--- config.mk ---
export PLATFORM = sky130hd
export DESIGN_NAME = bfr_cell
export DESIGN_NICKNAME = d
export VERILOG_FILES = /design/src/rtl/bfr_pkg.sv /design/src/rtl/bfr_cell.sv
export SDC_FILE = /design/constraint.sdc
export NUM_CORES = 1
export LEC_CHECK = 0
export BUFFER_PORTS_ARGS = -buffer_cell sky130_fd_sc_hd__buf_2
export CAP_MARGIN = 20
export CORE_MARGIN = 3
export CORE_UTILIZATION = 48
export CTS_CLUSTER_SIZE = 14
export DETAILED_ROUTE_END_ITERATION = 6
export MAX_ROUTING_LAYER = met4
export PLACE_DENSITY = 0.71
export SETUP_SLACK_MARGIN = 0.05
export SLEW_MARGIN = 20
export SYNTH_ARGS = -nofsm -noshare
export SYNTH_HDL_FRONTEND = slang
export SYNTH_SLANG_ARGS = --single-unit
--- constraint.sdc ---
create_clock -name clock -period 3.1 [get_ports clock]
set_input_delay 0.465 -clock clock [delete_from_list [all_inputs] [get_ports clock]]
set_output_delay 0.465 -clock clock [all_outputs]
set_load 0.05 [all_outputs]
--- src/rtl/bfr_pkg.sv ---
// Package with the constants and types of the byte frequency ranker.
package bfr_pkg;

   localparam int COUNT_BITS = 16;
   localparam int ALPHABET   = 256;
   localparam int SYM_BITS   = 8;
   localparam int OCC_BITS   = 16;

   localparam logic [COUNT_BITS-1:0] COUNT_MAX = '1;

   // Request kinds carried on req_tuser
   localparam logic KIND_LOAD = 1'b0;
   localparam logic KIND_PULL = 1'b1;

   // Broadcast control from the top level to every cell
   typedef struct packed {
      logic                load;
      logic [SYM_BITS-1:0] load_sym;
      logic                clear;
      logic [SYM_BITS-1:0] clear_sym;
   } ctl_type;

   // Candidate carried along the chain during a scan
   typedef struct packed {
      logic [COUNT_BITS-1:0] count;
      logic [SYM_BITS-1:0]   sym;
      logic                  nz_one;
      logic                  nz_two;
   } cand_type;

   function automatic logic [OCC_BITS-1:0] sat_occ(input logic [COUNT_BITS-1:0] cnt);
      logic [31:0] wide;
      wide = 32'(cnt);
      if (wide > 32'(COUNT_MAX) || wide > 32'hFFFF) begin
         wide = (wide > 32'hFFFF) ? 32'hFFFF : wide;
      end
      return wide[OCC_BITS-1:0];
   endfunction

endpackage

--- src/rtl/bfr_cell.sv ---
// One histogram cell: a saturating counter and one stage of the ranking chain.
module bfr_cell (
   input  logic                          clock,
   input  logic                          reset,
   input  logic [bfr_pkg::SYM_BITS-1:0]  cell_sym,
   input  bfr_pkg::ctl_type              ctl,
   input  logic                          cand_valid_in,
   input  bfr_pkg::cand_type             cand_in,
   output logic                          cand_valid_out,
   output bfr_pkg::cand_type             cand_out
);

   logic [bfr_pkg::COUNT_BITS-1:0] count_ff, count_in;
   logic                           valid_ff;
   bfr_pkg::cand_type              cand_ff, cand_nx;
   logic                           nonzero;
   logic                           better;

   always_comb begin
      count_in = count_ff;
      if (ctl.clear && ctl.clear_sym == cell_sym) begin
         count_in = '0;
      end else if (ctl.load && ctl.load_sym == cell_sym && count_ff != bfr_pkg::COUNT_MAX) begin
         count_in = count_ff + 1'b1;
      end
   end

   // strict compare keeps the lower symbol on a tie
   assign nonzero = (count_ff != '0);
   assign better  = (count_ff > cand_in.count);

   always_comb begin
      cand_nx        = cand_in;
      cand_nx.nz_one = cand_in.nz_one | nonzero;
      cand_nx.nz_two = cand_in.nz_two | (cand_in.nz_one & nonzero);
      if (better) begin
         cand_nx.count = count_ff;
         cand_nx.sym   = cell_sym;
      end
   end

   always_ff @(posedge clock) begin
      if (reset) begin
         count_ff <= '0;
         valid_ff <= 1'b0;
      end else begin
         count_ff <= count_in;
         valid_ff <= cand_valid_in;
      end
   end

   always_ff @(posedge clock) begin
      if (cand_valid_in) begin
         cand_ff <= cand_nx;
      end
   end

   assign cand_valid_out = valid_ff;
   assign cand_out       = cand_ff;

endmodule

==> impl_metrics.csv, run 1 <==
group,metric,value,unit
grt,antenna_found_initial,0,
setup_path,rr_endpoint,"cand_out[9]",
setup_path,endpoint_kind,"flop",
floorplanning,die_h,84.83,um
pwr,leakagePower,1.405,nW
logic_synthesis,synth_fa_ha_area_frac,0.07550,
clocking,cts.sinks,43,
clocking,postCtsHoldBufs,0,
layout,finish.instance_area,3560,um2
clocking,clk_path_buf_depth,2,
logic_synthesis,synth-compound-area-share,0.1997,
timing,max-slew-margin-rel,0.5048,
logic_synthesis,synth.area.top_cells,"edfxtp_1 26%, dfxtp_1 11%, ha_1 7.6%",
pwr,totalPowerFinal,1.214,mW
layout,syn_to_final_growth,19.34,%
logic_synthesis,synth_top_family_by_area,"simple AND/OR/NAND/NOR gates",
layout,antennaDiodeCount,0,
setup_path,path_max_fanout,15,
logic_synthesis,synth_nets,405,
logic_synthesis,ys_warn_count,0,
logic_synthesis,ys.flop_type,"edfxtp_1",
pwr,p_per_area,341.1,nW/um2
min_path,hold_class,"input pin to flop",
detailed_routing,route.detailed.drc,0,
setup_path,cp-start-kind,"flop",
layout,final_cell_mix,"81 x buf_2, 34 x nand2_1, 26 x edfxtp_1",
grt,grt_max_degree,28,
detailed_routing,wl_per_cell,17.04,um
layout,layout_commonest_cell,"buf_2",
timing,hold_viol_final,0,
clocking,cts_tree,"done",
clocking,cts_inserted_buffers,5,
timing,worst_pin_slew,742.8,ps
logic_synthesis,synth_mux_area_frac,0,
timing,setup_tns,0,ps
setup_path,r2r_slack,460,ps
setup_path,critPathCapture,"cand_out[9]",
grt,grt_use_total,0.2328,
status,status,"completed",
logic_synthesis,ys_ff_latch,43,
logic_synthesis,yosysTopAreaCell,"edfxtp_1",
pwr,peakVddDrop,0.1897,mV
placement,placed_cell_area,3478,um2
floorplanning,start_util,0.5008,
detailed_routing,drtPass1Iterations,5,
clocking,cts.clk_slew.worst_paths,80,ps
setup_path,cp.arrival,2790,ps
detailed_routing,ant_nets,0,
timing,fmax,379.4,MHz
setup_path,required,3250,ps
floorplanning,placementRows,28,
floorplanning,core_area,5956,um2
placement,place_hpwl,5.801,mm
logic_synthesis,ys_seq_area_frac,0.3758,
grt,grt_pass1_vias,2727,
clocking,ctsResizeCount,0,
floorplanning,chipWidth,84.83,um
timing,finalCritPeriodShare,0.8502,
logic_synthesis,async_flop_share,0,
timing,period_needed,2636,ps
layout,fin_nets,484,
detailed_routing,first_iter_violations,268,
grt,grt_pass1_wl,13.21,mm
clocking,postCtsSetupRepairBufs,0,
detailed_routing,wirelength,8.298,mm
logic_synthesis,synth_simple_gate_area_frac,0.2374,
setup_path,rr_startpoint,"count_ff[15]",
timing,setup_violations,0,
logic_synthesis,synth-xor-area-share,0.04698,
logic_synthesis,synth_top_cell_area_share,0.2617,
clocking,clk_latency,300,ps
clocking,htree_num_levels,2,
timing,final.setup_skew,2.204,ps
layout,drive_above_1_share,0.2670,
logic_synthesis,syn_inst,332,
timing,drv_slew,0,
detailed_routing,drt-vias-per-instance,6.074,
run,maxCapViolCount,0,
grt,grt.overflow.total,0,
floorplanning,ioPinCount,82,
logic_synthesis,syn_avg_cell_area,8.985,um2
setup_path,r2r.worst_path.cells,7,
floorplanning,die-area,7196,um2
clocking,cts_root_buf,"clkbuf_8",
logic_synthesis,synth_area,2983,um2
setup_path,setup.worst_path.class,"flop to flop",
detailed_routing,vias,2958,
setup_path,crit_start,"count_ff[15]",
logic_synthesis,synth_enable_flop_cells,26,
timing,grt_setup_unrepaired,"no",
placement,io_buffers,81,
logic_synthesis,ys_types,40,
placement,gp_congestion,0.8753,
logic make-up after synthesis:
group / count (synthesis)
compound gates: 88
xor+xnor: 16
fa+ha+maj: 18
buf+inv: 43
flops: 43
simple gates: 124
final cells by class:
| class | count | area (um2) |
|---|---|---|
| repair buffers | 96 | 518.0 |
| clock inverters | 1 | 5.005 |
| multi-input cells | 246 | 1674 |
| fillers | 521 | 2396 |
| well taps | 75 | 93.84 |
| clock buffers | 7 | 76.32 |
| flip-flops and latches | 43 | 1121 |
| inverters | 19 | 71.32 |
stage by stage:
step,util,hold WS [ps],worst slack (ps),std cells
4_1_cts,0.5977,322.5,482.2,487
3_5_place_dp,0.5840,501.7,271.5,479
6_report,0.5977,325.8,464.3,487
2_1_floorplan,-,475.2,652.1,332
3_3_place_gp,0.5840,490.3,330.1,479
5_1_grt,0.5977,332.7,333.5,487
worst min path at each step:
stage	start	to	slack, ps	cells past startpoint
after floorplan	count_ff[0]	count_ff[0]	480	2
after global placement	count_ff[0]	count_ff[0]	490	2
after detailed placement	count_ff[0]	count_ff[0]	500	2
after CTS	reset	cand_valid_out	320	2
after global routing	reset	cand_valid_out	330	2
final	reset	cand_valid_out	330	2
routing by layer:
layer	track usage	up-vias	routed length, um
met2	0.3594	139	3905
met4	0.06043	0	97
met1	0.3213	1355	3748
met5	-	-	0
met3	0.03592	12	546
li1	-	1452	-
flip-flops by register name (all words and copies together) (netlist names):
name,cells
cand_out,26
count_ff,16
cand_valid_out,1
power breakdown:
| group | switching [mW] | leakage (nW) | internal, mW |
|---|---|---|---|
| sequential | 0.00404 | 0.392 | 0.627 |
| combinational | 0.144 | 0.971 | 0.0813 |
| clock | 0.199 | 0.0422 | 0.159 |
| total | 0.347 | 1.40 | 0.867 |
synthesized netlist by cell type, types with 2 or more instances:
cell type,n
dfxtp_1,17
nand4_1,9
nor2b_1,2
o21ai_1,22
or2_2,3
xnor2_1,9
o21ai_0,4
or3_1,2
nand3_1,7
o31ai_1,12
edfxtp_1,26
nor2_1,4
inv_1,19
o31a_1,2
nand2_1,34
nor4b_1,10
a32oi_1,24
ha_1,18
or4_1,8
xor2_1,7
a21oi_1,17
clkbuf_1,19
nor3_1,10
nor4_1,22
and2_1,2
buf_6,4
and3_1,6
worst max-delay path: stages (launching register included):
cell and delay (ps):
dfxtp_1 390, ha_1 350, nand4_2 170, or4_4 590, a21o_4 200, and3_1 370, buf_4 270, o21ai_1 150
Power figures use the tool's default switching activity.
==> inputs of run 2 (changes only) <==
CORE_ASPECT_RATIO = 1.5   (was not set)
GPL_TIMING_DRIVEN = 0   (was not set)
PLACE_DENSITY = 0.86   (was 0.71)
==> run 2 against run 1 <==
Effect of this change: critical path depth stayed put; clock skew rose by 3.8 ps; final cell count increased by 1.2%; power grew 9.3%.
==> impl_metrics.csv, run 2 (synthesized netlist as in run 1, its figures left out) <==
group,metric,value,unit
status,status,"completed",
clocking,cts_root_buf,"clkbuf_8",
min_path,hold_class,"input pin to flop",
grt,grt_max_degree,28,
timing,grt_setup_unrepaired,"no",
placement,io_buffers,81,
setup_path,crit_start,"count_ff[15]",
setup_path,endpoint_kind,"flop",
grt,busiest_layer,"met2",
floorplanning,die-area,7216,um2
floorplanning,ioPinCount,82,
timing,max-slew-margin-rel,0.4317,
clocking,cts_tree,"done",
setup_path,required,3140,ps
detailed_routing,route.detailed.drc,0,
timing,finalCritPeriodShare,0.9091,
layout,antennaDiodeCount,0,
detailed_routing,first_iter_violations,395,
placement,placed_cell_area,3478,um2
clocking,clk_latency,300,ps
min_path,hold_path_startpoint,"reset",
detailed_routing,wl_per_cell,18.43,um
layout,finish.instance_area,3601,um2
timing,final.setup_skew,6.040,ps
pwr,p_per_area,368.7,nW/um2
clocking,cts.clk_slew.worst_paths,90,ps
placement,gp_congestion,0.9025,
pwr,peakVddDrop,0.1681,mV
timing,hold_viol_final,0,
grt,grt_use_total,0.2534,
floorplanning,start_util,0.5044,
layout,drive_above_1_share,0.2375,
setup_path,path_max_fanout,10,
layout,layout_commonest_cell,"buf_2",
timing,fmax,354.8,MHz
run,maxCapViolCount,0,
floorplanning,chipWidth,70.37,um
timing,worst_pin_slew,846.0,ps
detailed_routing,ant_nets,0,
setup_path,rr_startpoint,"count_ff[15]",
clocking,cts.sinks,43,
clocking,ctsResizeCount,0,
timing,setup_violations,0,
timing,setup_ws,281.7,ps
pwr,leakagePower,1.396,nW
grt,grt_pass1_vias,3077,
grt,use_met2,0.4473,
layout,fin_nets,493,
detailed_routing,drt-vias-per-instance,6.452,
grt,antenna_found_initial,0,
setup_path,cp.arrival,2860,ps
placement,dp_cells,485,
floorplanning,placementRows,34,
timing,setup_tns,0,ps
timing,drv_slew,0,
layout,syn_to_final_growth,20.72,%
clocking,postCtsSetupRepairBufs,0,
setup_path,cp-start-kind,"flop",
floorplanning,die_h,102.6,um
layout,final_cells,493,
placement,place_hpwl,6.726,mm
clocking,postCtsHoldBufs,0,
placement,pre_cts_slack,134.6,ps
grt,grt_pass1_wl,14.27,mm
setup_path,setup.worst_path.class,"flop to flop",
grt,use_met1,0.2612,
timing,period_needed,2818,ps
detailed_routing,drtPass1Iterations,5,
layout,final_cell_mix,"81 x buf_2, 34 x nand2_1, 26 x edfxtp_1",
grt,grt.overflow.total,0,
floorplanning,core_area,5913,um2
timing,hold_ws,335.0,ps
layout,largest_reg_flops,26,
grt,grtUsageMet3,0.04488,
clocking,cts_inserted_buffers,5,
detailed_routing,vias,3181,
detailed_routing,wirelength,9.087,mm
clocking,clk_path_buf_depth,2,
clocking,htree_num_levels,2,
[run 2: metrics by stage]
step | power, mW | utilization
after global routing | 1.374 | 0.6090
after CTS | 1.329 | 0.6090
after floorplan | 0.7876 | -
final | 1.328 | 0.6090
after global placement | 0.8677 | 0.5882
after detailed placement | 0.8726 | 0.5882
[run 2: path summary, 6_finish.rpt]
check / to / slack, ps / depth (start not counted)
max reg2reg: cand_out[24] / 280 / 7
min reg2reg: count_ff[0] / 520 / 2
max: cand_out[24] / 280 / 7
min: cand_valid_out / 340 / 2
[run 2: routing by layer]
layer	up-vias	share of wire
met5	-	0
met2	194	0.53
li1	1478	-
met1	1470	0.36
met4	0	0.039
met3	39	0.072
[run 2: final cells by class]
class | instances | area [um2]
Clock buffer | 8 | 122.6
Tap cell | 72 | 90.09
Sequential cell | 43 | 1121
Fill cell | 518 | 2312
Multi-Input combinational cell | 246 | 1669
Timing Repair Buffer | 81 | 405.4
Inverter | 19 | 71.32
Buffer | 24 | 121.4
[run 2: critical path, cell delays in order, from the launching register on]
cell and delay (ps):
dfxtp_1 370, ha_1 350, nand4_2 180, nor3_1 740
clkbuf_1 470, nor4_1 110, a32oi_1 240, o31ai_1 100
[run 2: power by group]
part / switching, mW / internal, mW
registers: 0.00395 / 0.627
logic: 0.149 / 0.0821
clock network: 0.207 / 0.258
total: 0.360 / 0.967
